## src/hdl/conv3_pkg.sv

```systemverilog
// ----------------------------------------------------------------------------
// conv3_pkg
// Shared types and constants of the clamped 3x3 image convolution block.
// ----------------------------------------------------------------------------
package conv3_pkg;

	localparam int MAX_LINE_WIDTH_DEF = 1024;
	localparam int WEIGHT_BITS_DEF    = 16;
	localparam int PIXEL_BITS         = 8;

	localparam int KERNEL_BITS    = 48;
	localparam int WEIGHT_FIELD   = 16;
	localparam int WIDTH_BITS     = 11;
	localparam int HEIGHT_BITS    = 12;
	localparam int SHIFT_BITS     = 4;
	localparam int ROW_BITS       = 12;
	localparam int OUT_COL_BITS   = 10;
	localparam int CFG_INDEX_BITS = 3;
	localparam int CFG_DATA_BITS  = 48;

	localparam logic [CFG_INDEX_BITS-1:0] REG_KERNEL_TOP    = 3'd0;
	localparam logic [CFG_INDEX_BITS-1:0] REG_KERNEL_MIDDLE = 3'd1;
	localparam logic [CFG_INDEX_BITS-1:0] REG_KERNEL_BOTTOM = 3'd2;
	localparam logic [CFG_INDEX_BITS-1:0] REG_IMAGE_WIDTH   = 3'd3;
	localparam logic [CFG_INDEX_BITS-1:0] REG_IMAGE_HEIGHT  = 3'd4;
	localparam logic [CFG_INDEX_BITS-1:0] REG_RESULT_SHIFT  = 3'd5;

	localparam logic [KERNEL_BITS-1:0] KERNEL_TOP_RESET    = 48'h0;
	localparam logic [KERNEL_BITS-1:0] KERNEL_MIDDLE_RESET = 48'h10000;
	localparam logic [KERNEL_BITS-1:0] KERNEL_BOTTOM_RESET = 48'h0;
	localparam int                     WIDTH_RESET         = 1024;
	localparam logic [HEIGHT_BITS-1:0] HEIGHT_RESET        = 12'd1024;

	localparam logic CMD_PIXEL = 1'b0;
	localparam logic CMD_DRAIN = 1'b1;

	localparam int OFIFO_DEPTH    = 8;
	localparam int OFIFO_PTR_BITS = 3;

	typedef struct packed {
		logic                  cmd;
		logic [PIXEL_BITS-1:0] pixel_value;
	} pix_in_t;

	typedef struct packed {
		logic [PIXEL_BITS-1:0]   filtered_value;
		logic [ROW_BITS-1:0]     out_row;
		logic [OUT_COL_BITS-1:0] out_column;
		logic                    frame_last;
	} res_out_t;

	// Per-item control decided at the input transfer
	typedef struct packed {
		logic                    push;
		logic                    clr_pre;
		logic                    produce;
		logic                    last;
		logic [8:0]              mask;
		logic [ROW_BITS-1:0]     row;
		logic [OUT_COL_BITS-1:0] col;
	} ctrl_t;

endpackage

```

## src/hdl/conv3_ofifo.sv

```systemverilog
// ----------------------------------------------------------------------------
// conv3_ofifo
// Small result queue that decouples the free-running pipeline from the
// consumer's ready.
// ----------------------------------------------------------------------------
module conv3_ofifo (
	input  logic                                 clk,
	input  logic                                 arst_n,
	input  logic                                 wr_en,
	input  conv3_pkg::res_out_t                  wr_data,
	output logic                                 rd_valid,
	input  logic                                 rd_ready,
	output conv3_pkg::res_out_t                  rd_data,
	output logic [conv3_pkg::OFIFO_PTR_BITS:0]   count
);
	import conv3_pkg::*;

	res_out_t                  mem [OFIFO_DEPTH];
	logic [OFIFO_PTR_BITS-1:0] wptr_q, rptr_q;
	logic [OFIFO_PTR_BITS:0]   cnt_q;
	logic                      pop;

	assign rd_valid = cnt_q != '0;
	assign rd_data  = mem[rptr_q];
	assign count    = cnt_q;
	assign pop      = rd_valid && rd_ready;

	always_ff @(posedge clk) begin
		if (wr_en) begin
			mem[wptr_q] <= wr_data;
		end
	end

	always_ff @(posedge clk or negedge arst_n) begin
		if (!arst_n) begin
			wptr_q <= '0;
			rptr_q <= '0;
			cnt_q  <= '0;
		end else begin
			if (wr_en) begin
				wptr_q <= wptr_q + OFIFO_PTR_BITS'(1);
			end
			if (pop) begin
				rptr_q <= rptr_q + OFIFO_PTR_BITS'(1);
			end
			if (wr_en && !pop) begin
				cnt_q <= cnt_q + (OFIFO_PTR_BITS+1)'(1);
			end else if (pop && !wr_en) begin
				cnt_q <= cnt_q - (OFIFO_PTR_BITS+1)'(1);
			end
		end
	end

endmodule
```

## config.mk

```make
export PLATFORM = sky130hd
export DESIGN_NAME = conv3_ofifo
export DESIGN_NICKNAME = d
export VERILOG_FILES = /design/src/hdl/conv3_pkg.sv /design/src/hdl/conv3_ofifo.sv
export SDC_FILE = /design/constraint.sdc
export NUM_CORES = 1
export LEC_CHECK = 0
export CORE_ASPECT_RATIO = 0.5
export CORE_MARGIN = 2
export CORE_UTILIZATION = 63
export DETAILED_ROUTE_END_ITERATION = 12
export DONT_BUFFER_PORTS = 1
export GPL_ROUTABILITY_DRIVEN = 1
export PLACE_DENSITY = 0.79
export SYNTH_ARGS = -nofsm -noshare
export SYNTH_HDL_FRONTEND = slang
export SYNTH_SLANG_ARGS = --single-unit
```

## constraint.sdc

```tcl
create_clock -name clk -period 4.1 [get_ports clk]
set_clock_uncertainty 0.05 [all_clocks]
set_input_delay 0.82 -clock clk [delete_from_list [all_inputs] [get_ports clk]]
set_output_delay 0.82 -clock clk [all_outputs]
set_load 0.02 [all_outputs]
```

-- Word-level counts from Yosys, hierarchy flattened
Memory sizes are Yosys's and may differ from the RTL's.
Index checks and enable logic that the tools add are counted.
- bits in registers: 10
- memory bits (writable): 248
- bits of input ports: 35
- memories kept: 1
- memories (name ; words ; bits a word ; read ports ; clocked after memory_dff ; write ports ; RTL line ; RTL):
    mem ; 8 ; 31 ; 1 ; 0 ; 1 ; conv3_ofifo.sv:18 ; res_out_t mem [OFIFO_DEPTH];
- add/subtract/negate cells: 4
- multiplexer cells: 4
- reductions and logical operators: 7
- operators with widths (kind ; count):
    2-to-1 mux 4 bit ; 2
    adder 3 x 1 -> 3 bit (second input constant) ; 2
    adder 4 x 1 -> 4 bit (second input constant) ; 1
    nonzero test 4 bit ; 1
    subtractor 4 x 1 -> 4 bit (second input constant) ; 1
    logical AND 1 bit ; 3
    zero test 1 bit ; 2
    2-to-1 mux 1 bit ; 2
    nonzero test 2 bit ; 1

-- Depth between registers and ports, before layout
- depth after elaboration: 5
- depth in mapped cells: 8

-- Least setup slack after synthesis
No wires, ideal clock.
- path kind: input to register
- start: input port wr_en
- end: memory mem[0][0] (netlist name) (enable)
- setup time: 0.458 ns
- data arrival time: 3.054 ns
- required time: 3.592 ns
- setup slack: 0.539 ns
- stages on the path: 2
- path through: nand2b_1 nor3_1
- cells in the longest elaborated chain, start to end: 2
- ends and longest elaborated chain (item ; RTL line ; RTL):
    start: declaration ; conv3_ofifo.sv:9 ; input logic wr_en,
    2-to-1 mux 1 bit ; conv3_ofifo.sv:29 ; if (wr_en) begin
    2-to-1 mux 1 bit (implied by the code) ; conv3_ofifo.sv:30 ; mem[wptr_q] <= wr_data;
    end: declaration ; conv3_ofifo.sv:18 ;
Every way passes these cells.

==> results by group <==
Outcome
  – Status: finished, final reports clean

Power
  – Leakage: 3.65 nW
  – Cell Pwr Density: around 700 nW/um^2
  – VDD IR max: just under 0.8 mV
  – Overall power: between 7 and 8 mW

Worst hold path
  – HP Class: primary input to register

Route
  – DR pass1 iterations: 4
  – Routed vias/inst: ~6.5
  – Total number of vias: between 4000 and 5000
  – DR DRC count: 0
  – Drt wl/cell: 27.8 um
  – Drt total wl: approximately 18 mm
  – 1st-iter DRT viols: slightly below 400
  – Post-DRT Antenna Nets: 0

Yosys
  – Adder-Cell Fraction of Synth Area: less than 1%
  – Post-synthesis register bit count: ~260
  – Post-Synth Simple-Gate Area: roughly 1.2%
  – Synth Area in Compound Gates: less than 1%
  – Cell count after synthesis: between 400 and 500
  – Synth top area share: between 70 and 80%
  – Mean Syn Cell Area: about 24 um^2
  – Seq/Total Area, Yosys: roughly three quarters
  – Mux share of post-synthesis cell area: between 10% and 20%
  – Mapped cell area: 10100 um^2
  – Yosys warnings: 0
  – Synth top area cells: edfxtp_1 73%, mux4_1 16%, mux2_2 3.8%, dfrtp_1 2.5%, buf_6 0.78%
  – Net Count, Synth: ~460
  – Post-synthesis xor/xnor area fraction: less than 1%
  – Synth cell types: 26
  – Synth area leader: edfxtp_1
  – Largest family of logic cells by synthesized area: multiplexers

Global routing
  – Largest net degree at the start of global routing: 37
  – Total GRT Usage: around 22%
  – Overflow after GRT: 0
  – Vias in the first global route: ~4600
  – Initial antenna violation count: 0
  – First-pass GRT wire length: 27.6 mm

STA
  – Unrepaired setup endpoints after global routing: no
  – FMAX: ~280 MHz
  – Max_slew headroom: between 10% and 20%
  – Slew @ Worst Pin: around 1.2 ns
  – Final min period: roughly 3.6 ns
  – Final Max Slew Viols: 0
  – Final setup vio count: 0
  – Final hold viol count: 0
  – Hold WS: between 0.3 and 0.4 ns
  – Period Utilization, post-route: between 80 and 90%
  – Setup TNS: 0 ns

Placed design
  – DP Wirelength: roughly 10 mm
  – Area post-placement: 10400 um^2
  – DP Cell Count: ~600
  – Final GP Congestion: approximately 0.77
  – Port bufs: 0

Setup path
  – CP max-delay cell: dfrtp_4
  – CP arrival: 2.69 ns
  – CP required: about 3.2 ns
  – CP max FO: 36
  – Crit path launch type: register
  – CP endpoint kind: output port
  – Crit path max-delay family: multiplexers
  – Max incr delay on CP: approximately 0.85 ns
  – Worst setup path class: register to output port
  – Critical path buffers and inverters: 1
  – Critical-path cell list: buf_12, mux4_1, mux2_2

Floorplan
  – Die Width: between 150 and 200 um
  – Core Footprint: ~16000 um^2
  – Starting Density: between 60% and 70%
  – Full die area: 17200 um^2
  – # IOs: 71
  – Die Span Y: 93.7 um
  – Cell Rows: 32

CTS
  – Reg clk slew, reported paths: around 0.060 ns
  – Num CTS Buffers: 22
  – Post-CTS sizing: 0
  – Clk_lat worst skew: around 0.50 ns
  – Maximum buffer depth of the clock tree: 3
  – Clk sink count: between 200 and 300
  – H-tree levels: 1
  – CTS tree: yes
  – Clock root buffer: clkbuf_16

Cells and area
  – Cell area after layout: around 11000 um^2
  – Antenna Cells: 0
  – Non-filler cells, final: 650
  – Final-layout fill cell count: a little under 900
  – Layout cells sized above 1: between 15 and 20%
  – P&R area growth vs syn: 9.30%
  – Final net count: 471

Job
  – Number of max-cap violations: 0
==> metal layers <==
| layer | track usage [%] | up-vias | part of all wire [%] |
|---|---|---|---|
| met1 | 30.2 | 2237 | 42 |
| met2 | 37.7 | 130 | 50 |
| met5 | 0 | - | 0 |
| met3 | 5.70 | 21 | 6.8 |
| met4 | 3.73 | 0 | 1.0 |
| li1 | - | 1848 | - |
==> cells by family (layout without fill, tap and decap cells) <==
kind of cell	Yosys count	count (layout)
flip-flops	258	258
multiplexers	97	97
AND/OR/NAND/NOR	25	25
buffers and inverters	20	48
adder cells (fa/ha/maj)	6	6
AO/OA/AOI/OAI	6	6
XOR/XNOR	6	6
==> worst paths after layout <==
kind | cells after the start | endpoint | start | slack [ns]
max reg2reg | 8 | count[3] | count[0] | 0.91
min in group asynchronous | 1 | count[0] | arst_n | 0.67
min | 1 | wptr_q[0] | wr_en | 0.35
max | 3 | rd_data[13] | rptr_q[0] | 0.54
max in group asynchronous | 1 | rptr_q[0] | arst_n | 2.95
min reg2reg | 1 | wptr_q[1] | wptr_q[1] | 0.54
==> state kept, by name, summed over array words and instances (netlist names) <==
| signal | count |
|---|---|
| wptr_q | 3 |
| rptr_q | 3 |
| mem | 248 |
| count | 4 |
==> layout by cell type (no fill, tap or decap), types with 2 or more instances in the layout <==
cell type | netlist | final
buf_4 | 0 | 5
a21oi_1 | 2 | 2
dfrtp_1 | 10 | 7
nand3_1 | 3 | 3
edfxtp_1 | 248 | 248
or4_1 | 2 | 2
ha_1 | 5 | 5
clkinv_1 | 0 | 5
clkbuf_1 | 7 | 6
nor2_4 | 0 | 6
nand2_1 | 6 | 6
nor3_2 | 0 | 2
nand2b_1 | 3 | 3
mux4_1 | 62 | 62
clkbuf_16 | 0 | 23
xnor2_1 | 5 | 5
clkinv_2 | 0 | 3
dfrtp_2 | 0 | 2
o211ai_1 | 2 | 2
mux2_2 | 34 | 34
==> Yosys cell counts, drive strengths merged <==
cell    count
edfxtp    248
mux4       62
mux2       34
buf        12
dfrtp      10
clkbuf      7
nand2       6
nor2        6
ha          5
xnor2       5
nand2b      3
nand3       3
nor3        3
a21oi       2
o211ai      2
or4         2
a2111o      1
fa          1
inv         1
mux2i       1
nand3b      1
o21ai       1
or3         1
xor2        1
==> stage by stage <==
step / utilization (%) / setup slack (ns)
after floorplan: - / 0.539
after global routing: 71.2 / 0.477
after global placement: 66.7 / 1.15
after CTS: 71.2 / 0.526
final: 71.2 / 0.544
after detailed placement: 66.7 / 0.924
==> power breakdown <==
| part | leakage, nW | internal, mW | switching [mW] |
|---|---|---|---|
| Combinational | 0.943 | 0.953 | 1.15 |
| Clock | 0.336 | 1.11 | 0.877 |
| Sequential | 2.37 | 3.33 | 0.373 |
| Total | 3.65 | 5.39 | 2.40 |
==> area by class of cell <==
type	instances	area, um^2	share of cell area (%)
Tap cell	204	255	2.30
Timing Repair Buffer	7	67.6	0.609
Clock inverter	10	72.6	0.654
Clock buffer	30	612	5.52
Sequential cell	258	7700	69.5
Inverter	1	3.75	0.0338
Multi-Input combinational cell	140	2380	21.4
==> timing repair <==
| action | CTS | global route |
|---|---|---|
| hold buffers | 1 | 0 |
| setup buffers | 0 | 0 |
| hold endpoints to repair | 10 | 0 |
(Power assumes the default switching activity.)
