`config.mk`:
```
export PLATFORM = sky130hd
export DESIGN_NAME = conv3_mac
export DESIGN_NICKNAME = d
export VERILOG_FILES = /design/src/hdl/conv3_pkg.sv /design/src/hdl/conv3_mac.sv
export SDC_FILE = /design/constraint.sdc
export NUM_CORES = 2
export LEC_CHECK = 0
export ABC_AREA = 1
export BUFFER_PORTS_ARGS = -buffer_cell sky130_fd_sc_hd__clkbuf_2
export CAP_MARGIN = 20
export CORE_AREA = 2 2 323 325
export CTS_CLUSTER_SIZE = 16
export DETAILED_ROUTE_END_ITERATION = 16
export DIE_AREA = 0 0 325 327
export GPL_ROUTABILITY_DRIVEN = 0
export PLACE_DENSITY = 0.77
export SYNTH_ARGS = -nofsm -noshare
export SYNTH_HDL_FRONTEND = slang
export SYNTH_SLANG_ARGS = --single-unit
```
`constraint.sdc`:
```
create_clock -name clk -period 8.34 [get_ports clk]
set_input_delay 1.668 -clock clk [delete_from_list [all_inputs] [get_ports clk]]
set_output_delay 1.668 -clock clk [all_outputs]
set_load 0.01 [all_outputs]
```
`src/hdl/conv3_pkg.sv`:
```
// ----------------------------------------------------------------------------
// conv3_pkg
// Shared types and constants of the clamped 3x3 image convolution block.
// ----------------------------------------------------------------------------
package conv3_pkg;

	localparam int MAX_LINE_WIDTH_DEF = 1024;
	localparam int WEIGHT_BITS_DEF    = 16;
	localparam int PIXEL_BITS         = 8;

	localparam int KERNEL_BITS    = 48;
	localparam int WEIGHT_FIELD   = 16;
	localparam int WIDTH_BITS     = 11;
	localparam int HEIGHT_BITS    = 12;
	localparam int SHIFT_BITS     = 4;
	localparam int ROW_BITS       = 12;
	localparam int OUT_COL_BITS   = 10;
	localparam int CFG_INDEX_BITS = 3;
	localparam int CFG_DATA_BITS  = 48;

	localparam logic [CFG_INDEX_BITS-1:0] REG_KERNEL_TOP    = 3'd0;
	localparam logic [CFG_INDEX_BITS-1:0] REG_KERNEL_MIDDLE = 3'd1;
	localparam logic [CFG_INDEX_BITS-1:0] REG_KERNEL_BOTTOM = 3'd2;
	localparam logic [CFG_INDEX_BITS-1:0] REG_IMAGE_WIDTH   = 3'd3;
	localparam logic [CFG_INDEX_BITS-1:0] REG_IMAGE_HEIGHT  = 3'd4;
	localparam logic [CFG_INDEX_BITS-1:0] REG_RESULT_SHIFT  = 3'd5;

	localparam logic [KERNEL_BITS-1:0] KERNEL_TOP_RESET    = 48'h0;
	localparam logic [KERNEL_BITS-1:0] KERNEL_MIDDLE_RESET = 48'h10000;
	localparam logic [KERNEL_BITS-1:0] KERNEL_BOTTOM_RESET = 48'h0;
	localparam int                     WIDTH_RESET         = 1024;
	localparam logic [HEIGHT_BITS-1:0] HEIGHT_RESET        = 12'd1024;

	localparam logic CMD_PIXEL = 1'b0;
	localparam logic CMD_DRAIN = 1'b1;

	localparam int OFIFO_DEPTH    = 8;
	localparam int OFIFO_PTR_BITS = 3;

	typedef struct packed {
		logic                  cmd;
		logic [PIXEL_BITS-1:0] pixel_value;
	} pix_in_t;

	typedef struct packed {
		logic [PIXEL_BITS-1:0]   filtered_value;
		logic [ROW_BITS-1:0]     out_row;
		logic [OUT_COL_BITS-1:0] out_column;
		logic                    frame_last;
	} res_out_t;

	// Per-item control decided at the input transfer
	typedef struct packed {
		logic                    push;
		logic                    clr_pre;
		logic                    produce;
		logic                    last;
		logic [8:0]              mask;
		logic [ROW_BITS-1:0]     row;
		logic [OUT_COL_BITS-1:0] col;
	} ctrl_t;

endpackage

```
`src/hdl/conv3_mac.sv`:
```
// ----------------------------------------------------------------------------
// conv3_mac
// 3x3 window, nine weight products, summing tree, arithmetic shift and
// clamp to the pixel range.
// ----------------------------------------------------------------------------
module conv3_mac #(
	parameter int WEIGHT_BITS = conv3_pkg::WEIGHT_BITS_DEF
) (
	input  logic                                          clk,
	input  logic                                          arst_n,
	input  logic                                          issue,
	input  conv3_pkg::ctrl_t                              ctl,
	input  logic                                          restart,
	input  logic [2:0][conv3_pkg::KERNEL_BITS-1:0]        kernel,
	input  logic [conv3_pkg::SHIFT_BITS-1:0]              shift,
	input  logic [conv3_pkg::PIXEL_BITS-1:0]              col_up,
	input  logic [conv3_pkg::PIXEL_BITS-1:0]              col_mid,
	input  logic [conv3_pkg::PIXEL_BITS-1:0]              col_pix,
	output logic                                          res_valid,
	output conv3_pkg::res_out_t                           res,
	output logic [2:0]                                    inflight
);
	import conv3_pkg::*;

	localparam int PW = WEIGHT_BITS + PIXEL_BITS + 1;
	localparam int RW = PW + 2;
	localparam int SW = PW + 4;

	ctrl_t                 c_s1;
	logic                  v_s1, v_s2, v_s3, v_s4;
	res_out_t              meta_s2, meta_s3, meta_s4;
	logic [PIXEL_BITS-1:0] win_q [9];
	logic [PIXEL_BITS-1:0] base  [9];
	logic [PIXEL_BITS-1:0] wn    [9];
	logic signed [WEIGHT_BITS-1:0] wgt [9];
	logic signed [PW-1:0]  prod    [9];
	logic signed [PW-1:0]  prod_s2 [9];
	logic signed [RW-1:0]  rsum_s3 [3];
	logic signed [SW-1:0]  total_s4, shifted;
	logic                  v1p;

	assign v1p = v_s1 && c_s1.produce;

	always_comb begin
		for (int k = 0; k < 9; k++) begin
			base[k] = c_s1.clr_pre ? '0 : win_q[k];
		end
		// shift the window one column left, new column on the right
		wn[0] = base[1];
		wn[1] = base[2];
		wn[2] = col_up;
		wn[3] = base[4];
		wn[4] = base[5];
		wn[5] = col_mid;
		wn[6] = base[7];
		wn[7] = base[8];
		wn[8] = col_pix;
		for (int k = 0; k < 9; k++) begin
			wgt[k]  = $signed(kernel[k / 3][WEIGHT_FIELD * (k % 3) +: WEIGHT_BITS]);
			prod[k] = $signed({1'b0, (c_s1.mask[k] ? wn[k] : {PIXEL_BITS{1'b0}})}) * wgt[k];
		end
	end

	always_ff @(posedge clk or negedge arst_n) begin
		if (!arst_n) begin
			v_s1 <= 1'b0;
			v_s2 <= 1'b0;
			v_s3 <= 1'b0;
			v_s4 <= 1'b0;
			for (int k = 0; k < 9; k++) begin
				win_q[k] <= '0;
			end
		end else begin
			v_s1 <= issue && ctl.push;
			v_s2 <= v1p;
			v_s3 <= v_s2;
			v_s4 <= v_s3;
			if (restart) begin
				for (int k = 0; k < 9; k++) begin
					win_q[k] <= '0;
				end
			end else if (v_s1) begin
				for (int k = 0; k < 9; k++) begin
					win_q[k] <= c_s1.last ? '0 : wn[k];
				end
			end
		end
	end

	always_ff @(posedge clk) begin
		if (issue) begin
			c_s1 <= ctl;
		end
		prod_s2 <= prod;
		meta_s2.filtered_value <= '0;
		meta_s2.out_row        <= c_s1.row;
		meta_s2.out_column     <= c_s1.col;
		meta_s2.frame_last     <= c_s1.last;
		for (int r = 0; r < 3; r++) begin
			rsum_s3[r] <= RW'(prod_s2[3*r]) + RW'(prod_s2[3*r+1]) + RW'(prod_s2[3*r+2]);
		end
		meta_s3  <= meta_s2;
		total_s4 <= SW'(rsum_s3[0]) + SW'(rsum_s3[1]) + SW'(rsum_s3[2]);
		meta_s4  <= meta_s3;
	end

	always_comb begin
		shifted = total_s4 >>> shift;
		res     = meta_s4;
		if (total_s4 <= 0) begin
			res.filtered_value = '0;
		end else if (shifted > $signed(SW'(255))) begin
			res.filtered_value = '1;
		end else begin
			res.filtered_value = shifted[PIXEL_BITS-1:0];
		end
	end

	assign res_valid = v_s4;
	assign inflight  = 3'(v1p) + 3'(v_s2) + 3'(v_s3) + 3'(v_s4);

endmodule

```
# Word-level counts from Yosys, hierarchy flattened
# Memories as Yosys holds them, arrays and structs flattened.
# Index checks and enable logic that the tools add are counted.
# op_classes
shift	1
div	0
n_eq_ne	0
reduce_logical	3
addsub	11
n_mul	9
mux	27
magnitude_cmp	2
bitwise_logic	0
# op_table
cell	n
9-bit by 16-bit multiplier with 25-bit output	9
8-bit two-way mux	25
64-bit two-way mux	2
26-bit by 25-bit adder with 27-bit output	3
25-bit by 25-bit adder with 26-bit output	3
28-bit by 27-bit adder with 29-bit output	1
29-bit by 9-bit > comparator with 1-bit output, second input constant	1
29-bit by 1-bit <= comparator with 1-bit output, second input constant	1
29-bit by 4-bit >>> shifter with 29-bit output	1
27-bit by 27-bit adder with 28-bit output	1
2-bit by 1-bit adder with 3-bit output	1
3-bit by 1-bit adder with 3-bit output	1
1-bit by 1-bit adder with 2-bit output	1
1-bit logical AND	2
2-bit nonzero test	1
# totals
register_bits	409
output_inout_bits	35
latchBits	0
input_bits	211
memories	1
mem_bits_rw	81
romBits	0
# memory_table
memory	words	width	rd	rd_clocked_by_memory_dff	write_ports	line_no	text
rsum_s3	3	27	3	0	3	conv3_mac.sv:38	logic signed [RW-1:0] rsum_s3 [3];

# Longest topological paths before layout
# depth
word_depth	4
ltp_mapped	25

# Least setup slack after synthesis
# OpenSTA, ideal clock, no wires.
# synth_path
path_type	input port to flip-flop
start	in col_pix[0] (netlist name)
end	reg prod_s2[22] (netlist name)
path_stages	21
t_required_ps	8228
t_arrival_ps	5594
setup_slack_ps	2634
setup_time_ps	112
path_cell_list	nand2_1 inv_1 clkbuf_1 nand2_1 fa_1 inv_1 fa_1 fa_1 inv_1 fa_1 inv_1 ha_1 nand2_1 o21ai_0 nor2_1 o21ai_0 nand3_1 nand2_1 nand2_1 nand3_1 nand2_1
# synth_lines
item	line_no	text
start: declaration	conv3_mac.sv:18	input logic [conv3_pkg::PIXEL_BITS-1:0] col_pix,
end signal: assignment	conv3_mac.sv:94	prod_s2 <= prod;
end: declaration	conv3_mac.sv:37	logic signed [PW-1:0] prod_s2 [9];

==> results.cfg <==
[clock_network]
htree_levels = 2
cts_resized = 0
cts_buffers = 52
cts_hold_buffers = 0
cts_sinks = 490
cts_buffer_depth = 3
cts_tree = built
cts-root-buf = clkbuf_16
cts_setup_buffers = 0
clkLatencyLatePin_ps = 630
clk_pin_slew_ps = 60

[sta]
slew_headroom_pct = 26.1
slew_violations = 0
finalHoldViolations = 0
rsz0062_at_grt = no
max_slew.worst_pin.slew_ps = 1100
skew_ps = 21.5
setup_viol = 0
post-route-period-util_pct = 78.8
finalSetupTns_ps = 0
fin_crit_ps = 6570
max_clock_freq_mhz = 152

[logic_synthesis]
synth_nets = 9198
syn_avg_cell_area_um2 = 8.28
yosysSeqAreaShare_pct = 17.0
yosys_register_bits = 490
synth_top_area_cell = fa_1
syn_area_um2 = 61300
yosys.area.top_type_share_pct = 33.5
synth_top_flop_cell = dfxtp_1
ys_warn_count = 0
synth.area.top_cells = fa_1, dfxtp_1, ha_1
synth-edff-count = 34
synthCells = 7408
synth_cell_type_count = 47
synthArstFlopShare_pct = 10.6

[setup_path]
cpMostUsedCell = inv_1
cp_max_fo = 15
endpoint_kind = flip-flop
critical_path.startpoint_type = flip-flop
critPathSlowestCell = nor2_1
crit_arrival_ps = 7120
cp_cell_sequence = inv_1 > nand2_1 > nor2_1 > inv_1 > nor2_1 > inv_1 > fa_1 > inv_1 > fa_1 > fa_1 > inv_1 > fa_1 > inv_1 > ha_1 > nand2_1 > nor4_1 > o21ai_0 > nand3_1 > xor2_1
required_ps = 8890
path_buf_inv = 6
critPathMaxStageDelay_ps = 850
rr_startpoint = c_s1[33]$_DFFE_PP_
rr_endpoint = prod_s2[47]$_DFF_P_
crit_type = reg -> reg
crit_family = adder cells
ff2ff_path_depth = 19
reg2reg_slack_ps = 1770

[final_layout]
layout-drive-gt1-share_pct = 4.89
register_area_um2 = 10400
multi_input_area_um2 = 43600
area_growth_pct = 7.40
finish.net_count = 9414
fillers = 8562
final_area_um2 = 65900

[flow_run]
maxCapViolations = 0

[placement]
placed_cell_area_um2 = 64000
port_buffers = 245
post-dp-hpwl_um = 131000

[grt]
grt-ovfl-total = 0
antenna_found_initial = 12
grt_max_degree = 53
grt_pass1_vias = 50500
grt_pass1_wl_um = 255000
grt_usage_pct = 29.6

[route]
vias = 48500
viasPerCell = 5.36
ant_nets = 0
drt-initial-drc-count = 3781
drc = 0
wl_per_cell_um = 16.9
drtPass1Iterations = 8
wirelength_um = 153000

[power_and_ir_drop]
power_density_nw_per_um2 = 188
leakagePower_uw = 0.0365
peakVddDrop_uv = 274

[floorplanning]
start_util_pct = 59.6
die_area_um2 = 106000
coreArea_um2 = 103000
io_pins = 246
die_y_um = 327
die_w_um = 325
row_count = 118

[min_path]
holdPathStages = 0
hold_path.class = reg -> reg
min-delay-start = meta_s2[22]$_DFF_P_
worst_hold_path.endpoint = meta_s3[22]$_DFF_P_

[status]
status = finished, final reports clean
worst max path at each step:
stage                  startpoint                    to  depth (start not counted)
2_1_floorplan          col_pix[0]   prod_s2[22]$_DFF_P_                         21
3_3_place_gp   c_s1[33]$_DFFE_PP_   prod_s2[67]$_DFF_P_                         18
3_5_place_dp   c_s1[33]$_DFFE_PP_   prod_s2[47]$_DFF_P_                         19
4_1_cts        c_s1[33]$_DFFE_PP_   prod_s2[47]$_DFF_P_                         19
5_1_grt        c_s1[33]$_DFFE_PP_  prod_s2[149]$_DFF_P_                         20
6_report       c_s1[33]$_DFFE_PP_   prod_s2[47]$_DFF_P_                         19
power breakdown:
| group | total (uW) | internal (uW) | leakage, uW | switching, uW |
|---|---|---|---|---|
| registers | 3330 | 2960 | 0.00440 | 375 |
| logic | 6610 | 2440 | 0.0312 | 4170 |
| clock network | 2420 | 1400 | 0.000901 | 1020 |
| total | 12400 | 6790 | 0.0365 | 5560 |
worst register-to-register path, stage by stage (launching register included):
cell,delay (ps)
edfxtp_1,620
inv_1,410
nand2_1,140
nor2_1,850
inv_1,260
nor2_1,240
inv_1,120
fa_1,720
inv_1,100
fa_1,470
fa_1,540
inv_1,50
fa_1,470
inv_1,40
ha_1,340
nand2_1,160
nor4_1,510
o21ai_0,190
nand3_1,140
xor2_1,150
placed cells by master, fill, tap and decap left out, types with 6 or more instances in the layout:
master	n
inv_1	1826
nand2_1	1120
fa_1	1025
nor2_1	960
ha_1	554
dfxtp_1	404
a21oi_1	328
clkbuf_2	244
o21ai_0	199
xor2_1	183
nand3_1	177
xnor2_1	124
clkbuf_16	54
dfrtp_1	52
a21o_1	46
nor3_1	36
nand4_1	34
edfxtp_1	34
nor4_1	33
a31oi_1	25
o22ai_1	24
o21bai_1	20
buf_4	18
o21ai_1	15
o211ai_1	13
clkbuf_8	12
a211oi_1	11
o21ai_2	9
clkbuf_1	9
diode_2	8
o21a_1	8
a221oi_1	7
a21boi_0	7
clkinv_2	7
nand2_2	6
per-stage QoR:
stage / hold WS (ps) / total power, uW / utilization (%) / std cells / setup WS (ps)
floorplan: 310 / 8060 / - / 7408 / 2630
global placement: 310 / 9650 / 62.1 / 8946 / 2030
detailed placement: 312 / 9820 / 62.2 / 8949 / 1890
CTS: 326 / 12300 / 64.0 / 9046 / 1840
global route: 331 / 13400 / 64.0 / 9054 / 1380
finish: 324 / 12400 / 64.0 / 9055 / 1770
state kept, by name (all words and copies together), names as in the netlist:
signal	flops
v_s1	1
c_s1	34
total_s4	29
res	23
meta_s2	23
v_s3	1
v_s2	1
meta_s3	23
win_q	48
prod_s2	225
res_valid	1
rsum_s3	81
area by class of cell:
| class | count | area share [%] |
|---|---|---|
| inverter | 1828 | 10.4 |
| sequential | 490 | 15.8 |
| timing repair buffer | 266 | 2.15 |
| clock buffer | 74 | 2.33 |
| clock inverter | 23 | 0.446 |
| multi-input combinational | 4986 | 66.2 |
| antenna | 8 | 0.0304 |
| tap | 1380 | 2.62 |
cells in the mapped netlist, drive strengths merged, types with 13 or more instances:
master	number
ha	554
o21bai	20
fa	1025
o21ai	223
nor4	33
a21oi	328
inv	1828
o211ai	13
nor2	961
nand3	177
xor2	183
clkbuf	87
edfxtp	34
nand2	1127
a21o	46
nand4	34
buf	17
o22ai	24
dfrtp	52
xnor2	124
nor3	36
a31oi	25
dfxtp	404
cells by family after synthesis:
logic type                 count (synthesis)  synth area share (%)
AOI/OAI and AO/OA                        718                  6.52
xor gates and xnor gates                 307                  4.38
adders and majority gates               1579                  44.8
buffers and inverters                   1932                  11.9
DFF                                      490                  17.0
muxes                                      4                0.0653
and+or+nand+nor                         2378                  15.4
routing by layer:
metal / GRT usage, % / share of wire, %
met4: 11.0 / 4.0
met1: 39.6 / 42
met5: 0 / 0.033
met2: 49.6 / 47
met3: 4.01 / 7.2
Note: power is estimated with default switching activity, not from simulation.
