### src/hdl/conv3_pkg.sv
// ----------------------------------------------------------------------------
// conv3_pkg
// Shared types and constants of the clamped 3x3 image convolution block.
// ----------------------------------------------------------------------------
package conv3_pkg;

	localparam int MAX_LINE_WIDTH_DEF = 1024;
	localparam int WEIGHT_BITS_DEF    = 16;
	localparam int PIXEL_BITS         = 8;

	localparam int KERNEL_BITS    = 48;
	localparam int WEIGHT_FIELD   = 16;
	localparam int WIDTH_BITS     = 11;
	localparam int HEIGHT_BITS    = 12;
	localparam int SHIFT_BITS     = 4;
	localparam int ROW_BITS       = 12;
	localparam int OUT_COL_BITS   = 10;
	localparam int CFG_INDEX_BITS = 3;
	localparam int CFG_DATA_BITS  = 48;

	localparam logic [CFG_INDEX_BITS-1:0] REG_KERNEL_TOP    = 3'd0;
	localparam logic [CFG_INDEX_BITS-1:0] REG_KERNEL_MIDDLE = 3'd1;
	localparam logic [CFG_INDEX_BITS-1:0] REG_KERNEL_BOTTOM = 3'd2;
	localparam logic [CFG_INDEX_BITS-1:0] REG_IMAGE_WIDTH   = 3'd3;
	localparam logic [CFG_INDEX_BITS-1:0] REG_IMAGE_HEIGHT  = 3'd4;
	localparam logic [CFG_INDEX_BITS-1:0] REG_RESULT_SHIFT  = 3'd5;

	localparam logic [KERNEL_BITS-1:0] KERNEL_TOP_RESET    = 48'h0;
	localparam logic [KERNEL_BITS-1:0] KERNEL_MIDDLE_RESET = 48'h10000;
	localparam logic [KERNEL_BITS-1:0] KERNEL_BOTTOM_RESET = 48'h0;
	localparam int                     WIDTH_RESET         = 1024;
	localparam logic [HEIGHT_BITS-1:0] HEIGHT_RESET        = 12'd1024;

	localparam logic CMD_PIXEL = 1'b0;
	localparam logic CMD_DRAIN = 1'b1;

	localparam int OFIFO_DEPTH    = 8;
	localparam int OFIFO_PTR_BITS = 3;

	typedef struct packed {
		logic                  cmd;
		logic [PIXEL_BITS-1:0] pixel_value;
	} pix_in_t;

	typedef struct packed {
		logic [PIXEL_BITS-1:0]   filtered_value;
		logic [ROW_BITS-1:0]     out_row;
		logic [OUT_COL_BITS-1:0] out_column;
		logic                    frame_last;
	} res_out_t;

	// Per-item control decided at the input transfer
	typedef struct packed {
		logic                    push;
		logic                    clr_pre;
		logic                    produce;
		logic                    last;
		logic [8:0]              mask;
		logic [ROW_BITS-1:0]     row;
		logic [OUT_COL_BITS-1:0] col;
	} ctrl_t;

endpackage

### src/hdl/conv3_ctrl.sv
// ----------------------------------------------------------------------------
// conv3_ctrl
// Raster counters: decides for each item whether it is pushed, whether it
// yields a result, and the result's position, border mask and frame end.
// ----------------------------------------------------------------------------
module conv3_ctrl #(
	parameter int MAX_LINE_WIDTH = conv3_pkg::MAX_LINE_WIDTH_DEF
) (
	input  logic                                   clk,
	input  logic                                   arst_n,
	input  logic                                   accept,
	input  conv3_pkg::pix_in_t                     item,
	input  logic [conv3_pkg::WIDTH_BITS-1:0]       width,
	input  logic [conv3_pkg::HEIGHT_BITS-1:0]      height,
	input  logic                                   restart,
	output conv3_pkg::ctrl_t                       ctl,
	output logic [$clog2(MAX_LINE_WIDTH)-1:0]      line_addr,
	output logic [conv3_pkg::PIXEL_BITS-1:0]       line_pixel
);
	import conv3_pkg::*;

	localparam int CW = $clog2(MAX_LINE_WIDTH);
	localparam int XW = (CW + 1 > WIDTH_BITS) ? CW + 1 : WIDTH_BITS;

	// input row runs up to height + 1 while the last drains go in
	logic [ROW_BITS:0]   in_row_q;
	logic [ROW_BITS-1:0] out_row_q;
	logic [CW-1:0]       in_col_q, out_col_q;

	logic                is_pix, row_ge_h, past_end, restart_frame;
	logic [ROW_BITS:0]   er, height_x, height_p1;
	logic [ROW_BITS-1:0] orow;
	logic [CW-1:0]       ec, ocol;
	logic [XW-1:0]       width_x, ec_nx, ocol_nx;
	logic                in_wrap, out_wrap, row_end, col_end;
	logic [2:0]          row_ok, col_ok;

	always_comb begin
		is_pix        = item.cmd == CMD_PIXEL;
		height_x      = {1'b0, height};
		height_p1     = height_x + (ROW_BITS+1)'(1);
		row_ge_h      = in_row_q >= height_x;
		past_end      = (in_row_q > height_p1) ||
			((in_row_q == height_p1) && (in_col_q != '0));
		restart_frame = is_pix && row_ge_h;
		er            = restart_frame ? '0 : in_row_q;
		ec            = restart_frame ? '0 : in_col_q;
		orow          = restart_frame ? '0 : out_row_q;
		ocol          = restart_frame ? '0 : out_col_q;
		width_x       = XW'(width);
		ec_nx         = XW'(ec) + XW'(1);
		ocol_nx       = XW'(ocol) + XW'(1);
		in_wrap       = ec_nx >= width_x;
		out_wrap      = ocol_nx >= width_x;
		row_end       = ({1'b0, orow} + (ROW_BITS+1)'(1)) == {1'b0, height};
		col_end       = ocol_nx == width_x;
		row_ok        = {({1'b0, orow} + (ROW_BITS+1)'(1)) < {1'b0, height}, 1'b1, orow != '0};
		col_ok        = {ocol_nx < width_x, 1'b1, ocol != '0};

		ctl.push    = is_pix || (row_ge_h && !past_end);
		ctl.clr_pre = restart_frame;
		ctl.produce = ctl.push && !((er == '0) || ((er == (ROW_BITS+1)'(1)) && (ec == '0)));
		ctl.last    = ctl.produce && row_end && col_end;
		for (int k = 0; k < 9; k++) begin
			ctl.mask[k] = row_ok[k / 3] & col_ok[k % 3];
		end
		ctl.row = orow;
		ctl.col = OUT_COL_BITS'(ocol);

		line_addr  = ec;
		line_pixel = is_pix ? item.pixel_value : '0;
	end

	always_ff @(posedge clk or negedge arst_n) begin
		if (!arst_n) begin
			in_row_q  <= '0;
			in_col_q  <= '0;
			out_row_q <= '0;
			out_col_q <= '0;
		end else if (restart) begin
			in_row_q  <= '0;
			in_col_q  <= '0;
			out_row_q <= '0;
			out_col_q <= '0;
		end else if (accept && ctl.push) begin
			if (ctl.last) begin
				in_row_q  <= '0;
				in_col_q  <= '0;
				out_row_q <= '0;
				out_col_q <= '0;
			end else begin
				in_col_q <= in_wrap ? '0 : CW'(ec_nx);
				in_row_q <= in_wrap ? er + (ROW_BITS+1)'(1) : er;
				if (ctl.produce) begin
					out_col_q <= out_wrap ? '0 : CW'(ocol_nx);
					out_row_q <= out_wrap ? orow + ROW_BITS'(1) : orow;
				end else begin
					out_col_q <= ocol;
					out_row_q <= orow;
				end
			end
		end
	end

endmodule

### config.mk
export PLATFORM = sky130hd
export DESIGN_NAME = conv3_ctrl
export DESIGN_NICKNAME = d
export VERILOG_FILES = /design/src/hdl/conv3_pkg.sv /design/src/hdl/conv3_ctrl.sv
export SDC_FILE = /design/constraint.sdc
export NUM_CORES = 1
export LEC_CHECK = 0
export BUFFER_PORTS_ARGS = -buffer_cell sky130_fd_sc_hd__clkbuf_2
export CAP_MARGIN = 10
export CORE_UTILIZATION = 62
export CTS_CLUSTER_DIAMETER = 200
export DETAILED_ROUTE_END_ITERATION = 12
export PLACE_DENSITY = 0.95
export SYNTH_ARGS = -nofsm -noshare
export SYNTH_HDL_FRONTEND = slang
export SYNTH_SLANG_ARGS = --single-unit
export TNS_END_PERCENT = 30
### constraint.sdc
create_clock -name clk -period 10.45 [get_ports clk]
set_input_delay 1.045 -clock clk [delete_from_list [all_inputs] [get_ports clk]]
set_output_delay 1.045 -clock clk [all_outputs]
set_load 0.02 [all_outputs]
# Word level (Yosys, flattened, before mapping)
# Cells that the tools add are included.
dict set report classes {
  eq_ne 4
  n_lt_le_gt_ge 6
  n_mux 23
  bitwise 5
  n_reduce_logical 19
  n_addsub 6
}
# operator n
set ops {}
lappend ops {{10-bit two-way mux} 11}
lappend ops {{12-bit two-way mux} 6}
lappend ops {{13-bit two-way mux} 5}
lappend ops {{12-bit by 1-bit adder with 13-bit output, second input constant} 2}
lappend ops {{10-bit by 1-bit adder with 11-bit output, second input constant} 2}
lappend ops {{11-bit greater-or-equal comparator} 2}
lappend ops {{10-bit nonzero test} 2}
lappend ops {{13-bit by 1-bit adder with 13-bit output, second input constant} 1}
lappend ops {{13-bit by 1-bit == test with 1-bit output, second input constant} 1}
lappend ops {{13-bit by 12-bit == test with 1-bit output} 1}
lappend ops {{13-bit == test} 1}
lappend ops {{13-bit by 12-bit greater-or-equal comparator with 1-bit output} 1}
lappend ops {{13-bit greater-than comparator} 1}
lappend ops {{13-bit logical NOT} 1}
lappend ops {{13-bit by 12-bit less-than comparator with 1-bit output} 1}
lappend ops {{12-bit by 1-bit adder with 12-bit output, second input constant} 1}
lappend ops {{12-bit nonzero test} 1}
lappend ops {{11-bit == test} 1}
lappend ops {{11-bit less-than comparator} 1}
lappend ops {{10-bit logical NOT} 1}
lappend ops {{1-bit logical AND} 8}
lappend ops {{8-bit two-way mux} 1}
lappend ops {{1-bit bitwise AND} 4}
lappend ops {{1-bit logical OR} 3}
lappend ops {{other kinds (3)} 4}
dict set report word_totals {
  regBits 45
  output_inout_bits 53
}

# Logic depth before layout (Yosys ltp)
# Gate-level depths: netlist of run 1.
dict set report depth {
  ltp_word 13
  depth_mapped 26
}

# Least setup slack after synthesis of run 1
# No wires, ideal clock.
dict set report synth_path {
  path_kind {input-to-output}
  from {in height[7] in the netlist's numbering}
  to {out ctl[28] in the netlist's numbering}
  cell_stages 24
  required_time_ns 9.405
  setup_slack_ns 4.081
  t_arrival_ns 5.324
  path_cell_list {inv_1 > ha_1 > nand4_2 > or4b_1 > a211o_1 > and3_1 > buf_6 > clkbuf_1 > clkbuf_1 > nand2_1 > inv_1 > ha_1 > and2_1 > and2_1 > clkbuf_1 > nand2_1 > xor2_1 > nor2_1 > ha_1 > nand4_1 > nor2_1 > a211oi_1 > o211ai_1 > nor2_1}
}
# item line_no
set synth_lines {}
lappend synth_lines {{start, declared} conv3_ctrl.sv:14} ;# input logic [conv3_pkg::HEIGHT_BITS-1:0] height,
lappend synth_lines {{end, declared} conv3_ctrl.sv:16} ;# output conv3_pkg::ctrl_t ctl,

==> results of run 1 <==
-- per-stage QoR --
step / power (W) / utilization [%]
6_report: 0.000376 / 71.9
5_1_grt: 0.000392 / 71.9
4_1_cts: 0.000374 / 71.9
3_5_place_dp: 0.000240 / 70.4
3_3_place_gp: 0.000236 / 70.4
2_1_floorplan: 0.000215 / -
-- final cells by class --
type,instances,area [µm²]
Clock buffer,5,68.8
Clock inverter,3,46.3
Fill cell,598,2170
Inverter,52,208
Tap cell,102,128
Timing Repair Buffer,90,458
Multi-Input combinational cell,499,3520
Sequential cell,45,1130
-- synthesized netlist by cell type (all sizes together) (2+ instances only) --
master,n
nand4b,2
or3,9
o211a,2
buf,8
xor2,12
a211o,7
xnor2,23
a22o,22
nor3b,2
o21bai,4
a21boi,6
nand2,54
a21oi,24
clkbuf,15
a211oi,4
and3,10
and2,27
dfrtp,45
ha,69
a21o,15
inv,51
a2111o,3
nand4,14
a32o,2
nor3,18
a22oi,3
nand3,35
nor4,9
nor2,47
nor2b,13
nand2b,4
o311ai,2
o22ai,2
o21ai,17
o211ai,11
o21a,7
a31oi,3
or4,4
-- cell families (layout without fill, tap and decap cells) --
logic type	Yosys count	count (layout)	share of synthesized area, %
AND/OR/NAND/NOR	252	252	26.0
flip-flops	45	45	22.7
XOR/XNOR	35	35	6.18
other	1	1	0.0756
buffers and inverters	75	150	6.38
adder cells (fa/ha/maj)	69	69	17.4
AO/OA/AOI/OAI	141	141	21.0
multiplexers	1	1	0.202
-- registers in the layout, summed over array words and instances (netlist names) --
name,cells
in_col_q,10
in_row_q,13
out_col_q,10
out_row_q,12
-- critical path, delay by kind of cell --
family,cells,cell delay [ns]
adders and majority gates,3,0.93
AOI/OAI and AO/OA,2,0.61
buffers and inverters,5,0.75
xor gates and xnor gates,1,0.16
and+or+nand+nor,10,2.29
-- per-layer routing --
| metal | vias up | part of all wire (%) |
|---|---|---|
| met1 | 2349 | 38 |
| met5 | - | 0 |
| li1 | 2384 | - |
| met4 | 0 | 3.8 |
| met2 | 321 | 49 |
| met3 | 69 | 9.0 |
-- final timing paths --
path | end | slack (ns) | depth (start not counted)
setup / recovery | ctl[31] | 3.56 | 21
hold / removal | out_row_q[1] | 0.53 | 1
setup reg to reg | out_row_q[6] | 4.13 | 21
hold reg to reg | out_row_q[1] | 0.53 | 1
max in group asynchronous | out_col_q[0] | 9.21 | 2
min in group asynchronous | in_row_q[4] | 0.83 | 2
-- power breakdown --
group,total [W],switching [W],internal (W)
logic,0.0000620,0.0000393,0.0000227
clock network,0.000139,0.0000672,0.0000717
registers,0.000175,0.000000570,0.000174
total,0.000376,0.000107,0.000269
==> impl.org, run 1 <==
** GRT
- Number of global-route vias before repair :: just under 5000
- The number of antenna violations at the first check in global routing came to 0.
- Pin count of the biggest net entering global routing :: 47
- Most Crowded Layer GR :: met2
- Global routing finished with a remaining overflow of 0.
- Met1 Use GR :: about two fifths
- First-pass GRT wire length :: 22900 µm
- Met2 layer usage reported by global route :: between 50% and 60%
- Fraction of met3 tracks used by global routing :: 4.61%
- For this run, the total global-route usage over all layers was measured as between 30% and 40%.

** Cells and area
- Leaving out fill and tap cells, the most frequent cell in the layout is sky130_fd_sc_hd__clkbuf_2.
- Relative to the synthesized area, the layout overhead comes to 12.0%.
- Post-layout nets :: between 700 and 800
- The top cell types in the final layout, fill and taps aside, are 87 x sky130_fd_sc_hd__clkbuf_2, 69 x sky130_fd_sc_hd__ha_1, 54 x sky130_fd_sc_hd__nand2_1.
- After the flow finishes, the layout carries non-filler instances totaling between 700 and 800.
- The number of antenna diodes in the final layout is 0.
- The post-route netlist has between 15 and 20% of its cells at a drive strength greater than 1.
- Post-Layout Inst Area :: about 0.0056 mm²

** Clocking
- Clock insertion delay at the later pin of the skew report :: 0.31 ns
- In this run, post-CTS repair resized a total of 0 instances.
- In this run, post-CTS hold repair placed 0 buffers.
- Clock tree synthesis inserted a total of 5 buffers.
- Setup fix buffers added after clock tree synthesis :: 0
- Number of sinks handled by clock tree synthesis :: 45
- The clock tree synthesis step divided the H-tree into 2 levels.
- Clock tree from TritonCTS :: yes
- Clock-pin transition on the worst setup and hold timing paths :: 0.10 ns
- CTS max path bufs :: 2
- Clock tree synthesis selected as its root buffer the cell sky130_fd_sc_hd__clkbuf_8.

** Die
- For this configuration, the core starts out at a cell density of between 60% and 70%.
- The die is 91.4 µm wide.
- The floorplan has 32 rows.
- Placeable core area :: ~0.0077 mm²
- Count of pins on the block boundary :: about 90
- DIE AREA :: 0.00836 mm²
- Chip Height :: 91.4 µm

** Route
- Detailed routing inserted a total of around 5100 vias.
- Routed len/inst :: approximately 17 µm
- The routed design has 13800 µm of wire.
- After detailed routing, the number of vias per cell comes to between 6 and 7.
- The detailed router finished its first iteration with a little under 500 violations.
- Initial DRT Pass Iterations :: 6
- The count of nets left with antenna violations once routing finished came out at 0.
- DRC violations left :: 0

** Placement
- Placed inst area :: approximately 0.0054 mm²
- The wire-length estimate of the detail-placed layout is 10600 µm.
- Once placement completed, the tool counted placed cells totaling between 700 and 800.
- At the placement stage, the worst setup path has a slack of between 3 and 4 ns.
- Routability-driven placement finished with a final weighted congestion of roughly 0.99.
- PortBufs :: 87

** Yosys
- Each instance of the synthesized netlist takes up on average 8.01 µm².
- Yosys top cell by area :: sky130_fd_sc_hd__dfrtp_1
- The netlist uses 62 different library cells.
- After synthesis, the share of flip-flops with an asynchronous set or reset is 100%.
- Synthesized netlist net count :: roughly 720
- Mapped cell area :: around 0.0050 mm²
- In the post-synthesis netlist, the biggest area contributors are sky130_fd_sc_hd__dfrtp_1 23%, sky130_fd_sc_hd__ha_1 17%, sky130_fd_sc_hd__nand2_1 4.1%.
- For this run, the leading register cell type out of synthesis is sky130_fd_sc_hd__dfrtp_1.
- Synth warn :: 0
- EDFF count, synth :: 0
- Of the post-synthesis cell area, the dominant cell type holds between 20 and 25%.
- Synthesis produced a netlist whose cell count is 619.
- After synthesis, flip-flops and latches occupy approximately 23% of the total area.
- Synthesis inferred 45 register bits.

** Setup path
- Kind of critical path :: in2out
- On the critical path, the stage with the largest delay is an instance of sky130_fd_sc_hd__nor4_1.
- Cell seen most often among critical-path stages :: sky130_fd_sc_hd__ha_1
- Data arrival time of the critical path :: 5.84 ns
- Launching element of the worst setup path :: height[6]
- Reg2reg start :: in_row_q[10]
- CP Launch Type :: primary input
- Crit-path max cell delay :: 0.55 ns
- Data required, critical path :: ~9.4 ns
- In this run the worst path has a maximum fanout of between 40 and 50.
- Cell breakdown of the critical path :: clkbuf_2 -> inv_1 -> ha_1 -> nand4_2 -> or4b_1 -> a211o_1 -> and3_1 -> buf_4 -> nand2_1 -> inv_1 -> ha_1 -> and2_1 -> and2_1 -> nand2_1 -> xor2_1 -> nor2_1 -> ha_1 -> nand4_1 -> nor4_1 -> o2111a_1 -> clkbuf_2
- Category of the worst setup path capture point :: output port

** Timing
- For this run, the top clock speed supported by timing is 145 MHz.
- Period Utilization, post-route :: 65.9%
- The number of max-slew violations in the final report is 0.
- Post-layout min period :: ~7 ns
- Setup violations remaining at the end of the flow were counted as 0.
- On the final layout, the worst hold slack is approximately 0.53 ns.
- Setup repair after global routing left no endpoint under its margin.
- Sum Neg Setup Slack :: 0 ns
- After layout, the worst setup slack is ~3.6 ns.
- For the pin with the worst max-slew slack, the measured transition is between 1 and 1.5 ns.
- Hold Violations, Final :: 0
- Worst relative slew slack :: between 20% and 30%
- On the final layout, the worst clock skew is between 0.009 and 0.01 ns.

** Power
- Leakage dissipation :: ~3.0 nW
- Maximum resistive drop on vdd :: 52.1 µV
- P per Cell Area :: 67.7 mW/mm²

** Worst hold path
- The tightest min-delay check is of the reg2reg type.
- Hold_sp :: out_row_q[1]

** Run
- The tool flagged a number of max-cap violations equal to 0.

** Outcome
- The run finished with clean final reports.
Note: power is estimated with default switching activity, not from simulation.
==> run 2: changes to the inputs <==
--- a/config.mk
+++ b/config.mk
@@ -7,10 +7,10 @@
 export LEC_CHECK = 0
 export BUFFER_PORTS_ARGS = -buffer_cell sky130_fd_sc_hd__clkbuf_2
 export CAP_MARGIN = 10
-export CORE_UTILIZATION = 62
+export CORE_UTILIZATION = 58
 export CTS_CLUSTER_DIAMETER = 200
 export DETAILED_ROUTE_END_ITERATION = 12
-export PLACE_DENSITY = 0.95
+export PLACE_DENSITY = 0.91
 export SYNTH_ARGS = -nofsm -noshare
 export SYNTH_HDL_FRONTEND = slang
 export SYNTH_SLANG_ARGS = --single-unit
==> constraint.sdc (replaced) <==
create_clock -name clk -period 6.4 [get_ports clk]
set_input_delay 0.64 -clock clk [delete_from_list [all_inputs] [get_ports clk]]
set_output_delay 0.64 -clock clk [all_outputs]
set_load 0.02 [all_outputs]
==> impl.org, run 2 (synthesis results as in run 1) <==
** Outcome
- The run finished with clean final reports.

** Power
- Clock group share of total power :: between 30% and 40%
- Of the total power, the share spent switching nets is between 20 and 30%.
- VDD sags by at most about 110 µV.
- Sequential cells account for a little under half of the total power.
- The internal power of the cells totals 0.000439 W.
- Summed over all nets, the switching power comes to between 0.00015 and 0.0002 W.
- Combinational logic is responsible for 16.4% of the overall power.
- Power spread over the standard cell area amounts to between 100 and 150 mW/mm².
- Summed over all cells, the static leakage comes to between 2 and 3 nW.

** Timing
- Hold Violations, Final :: 0
- Unrepaired setup endpoints after global routing :: false
- Period Utilization, post-route :: approximately 92%
- Final setup vio count :: 0
- Worst Hold Slack :: 0.404 ns
- Across the routed clock network, the largest skew measured is about 0.012 ns.
- Sum Neg Setup Slack :: 0 ns
- Max Fclk :: 169 MHz
- Worst relative slew slack :: about a quarter
- The number of max-slew violations in the final report is 0.
- For the pin with the worst max-slew slack, the measured transition is between 1 and 1.5 ns.
- Post-layout min period :: roughly 6 ns

** Die
- Chip Height :: 94.5 µm
- The core region is ~0.0083 mm².
- For this configuration, the core starts out at a cell density of between 60% and 70%.
- Measured along the x axis, the die boundary spans roughly 94 µm.
- The floorplan has 33 rows.
- DIE AREA :: approximately 0.009 mm²
- Count of pins on the block boundary :: between 80 and 90

** Setup path
- Crit-path max cell delay :: approximately 0.6 ns
- Walking the worst path, the cells encountered are ha_1 -> nand3_1 -> or4b_1 -> a211o_1 -> and3_1 -> nand2_1 -> inv_1 -> ha_1 -> and2_1 -> and2_1 -> nand2_1 -> xor2_1 -> nor2_1 -> ha_1 -> nand4_1 -> nor4_1 -> o2111a_1 -> clkbuf_2.
- Reg2reg start :: in_row_q[2]
- Flop2flop setup slack :: between 0.6 and 0.7 ns
- CP Launch Type :: flop
- For the worst flop-to-flop path, the logic depth is 20.
- The worst register-to-register path ends at out_row_q[11].
- At the worst endpoint, the arrival time is roughly 5.3 ns.
- Grouping stages by cell kind, the critical path spends the most delay in simple AND/OR/NAND/NOR gates.
- The most numerous cell type found on the critical path is sky130_fd_sc_hd__ha_1.
- Following the worst setup path forward leads to its endpoint at ctl[31].
- Kind of critical path :: reg2out
- STA puts the critical path data required time at 5.76 ns.
- In this run the worst path has a maximum fanout of 9.
- Number of cells on the critical path :: 18
- Buffers & Inverters on Critical Path :: 2
- Category of the worst setup path capture point :: output port
- Critical path's slowest cell :: sky130_fd_sc_hd__nor4_1
- Launching element of the worst setup path :: in_row_q[2]

** Clocking
- TritonCTS created 5 clock buffers.
- Number of sinks handled by clock tree synthesis :: 45
- CTS H-tree depth :: 2
- Clock-pin transition on the worst setup and hold timing paths :: about 0.10 ns
- Quantity of gates resized following cts :: 0
- In this run the clock root is driven by a sky130_fd_sc_hd__clkbuf_8.
- Hold-fix buffers, CTS :: 0
- Clock insertion delay at the later pin of the skew report :: about 0.30 ns
- Clock tree from TritonCTS :: yes
- Once the clock tree was built, the setup fixing pass inserted 0 buffers.
- CTS max path bufs :: 2

** Cells and area
- The library cell used most frequently in the layout, excluding fill and tap cells, is sky130_fd_sc_hd__clkbuf_2.
- Cells with a size suffix above 1 make up between 15 and 20% of the layout.
- Count of non-filler cells in the finished layout :: roughly 800
- Post-layout nets :: 802
- Number of inserted diodes :: 0
- Flip-flop count of the largest register after layout :: 13
- Leaving out fill and tap cells, the most frequent cells in the layout are 87 x sky130_fd_sc_hd__clkbuf_2, 69 x sky130_fd_sc_hd__ha_1, 54 x sky130_fd_sc_hd__nand2_1.
- The area growth from synthesis to layout is 12.6%.
- Most flop-heavy register :: in_row_q
- The largest registers in the layout are in_row_q x13, out_row_q x12.
- The finished cells cover between 0.005 and 0.006 mm².

** GRT
- Entering global routing, the biggest net connects between 40 and 50 pins.
- For this run, the total global-route usage over all layers was measured as slightly above 30%.
- Antenna violations before repair :: 0
- First-pass GRT wire length :: about 22000 µm
- The via count of the first global-routing pass came to approximately 4800.
- Overflow after GRT :: 0

** Placement
- PortBufs :: between 80 and 90
- Including well taps, the total number of placed cells is 795.
- RD Place Congestion :: ~1
- Detailed placement finished with a half-perimeter wire length of ~11000 µm.
- Placed inst area :: approximately 0.0055 mm²

** Route
- Met3 wirelength from detailed routing :: between 1000 and 1500 µm
- For this run, design rule violations remaining after detail routing come to 0.
- In this run the top signal layer used is met4.
- Wire length on met2 :: around 6500 µm
- Routed metal-1 wirelength :: 5570 µm
- Antenna violation net count after detailed routing :: 0
- The pre-antenna-repair detailed-routing pass consisted of 5 iterations.
- The routed layout has roughly 5100 vias.
- After detailed routing, the number of vias per cell comes to ~6.3.
- Routed WL :: 13700 µm
- Number of DRC markers after the initial detailed-route iteration :: around 530
- After detailed routing, the average wire length per cell comes to 17.0 µm.

** Worst hold path
- Class of the tightest hold or removal check :: in2async

** Run
- Max-cap viol count :: 0
## run 2: cell type report
class / instances / area, µm²
Multi-Input combinational cell: 499 / 3520
Fill cell: 697 / 2670
Sequential cell: 45 / 1130
Timing Repair Buffer: 94 / 488
Inverter: 52 / 208
Tap cell: 105 / 131
Clock buffer: 5 / 68.8
Clock inverter: 3 / 43.8
## run 2: how the worst min path moves through the flow
stage / start / endpoint / slack [ns] / cells after the start
2_1_floorplan: arst_n / in_col_q[0] / 0.34 / 0
3_3_place_gp: out_col_q[0] / out_col_q[0] / 0.51 / 1
3_5_place_dp: out_col_q[1] / out_col_q[1] / 0.51 / 1
4_1_cts: arst_n / out_col_q[9] / 0.44 / 2
5_1_grt: arst_n / out_col_q[9] / 0.47 / 2
6_report: arst_n / out_col_q[9] / 0.40 / 2
## run 2: per-layer routing
metal,GRT usage (%),up-vias
met3,3.95,35
met1,38.4,2337
met4,12.0,0
li1,-,2375
met2,54.4,304
met5,0,-
## run 2: power by group through the flow
stage               clock network [W]  logic [W]  registers, W
floorplan                           0  0.0000605      0.000291
global placement                    0  0.0000948      0.000291
detailed placement                  0  0.0000989      0.000291
CTS                          0.000228  0.0000999      0.000286
global route                 0.000239   0.000111      0.000286
finish                       0.000228   0.000101      0.000286
## run 2: per-stage QoR
stage                     utilization (%)  total power [W]  worst slack (ns)
after floorplan                         -         0.000352             0.496
after global placement               66.3         0.000386             0.646
after detailed placement             66.3         0.000390             0.500
after CTS                            67.6         0.000614             0.658
after global routing                 67.6         0.000637             0.342
final                                67.6         0.000614             0.497
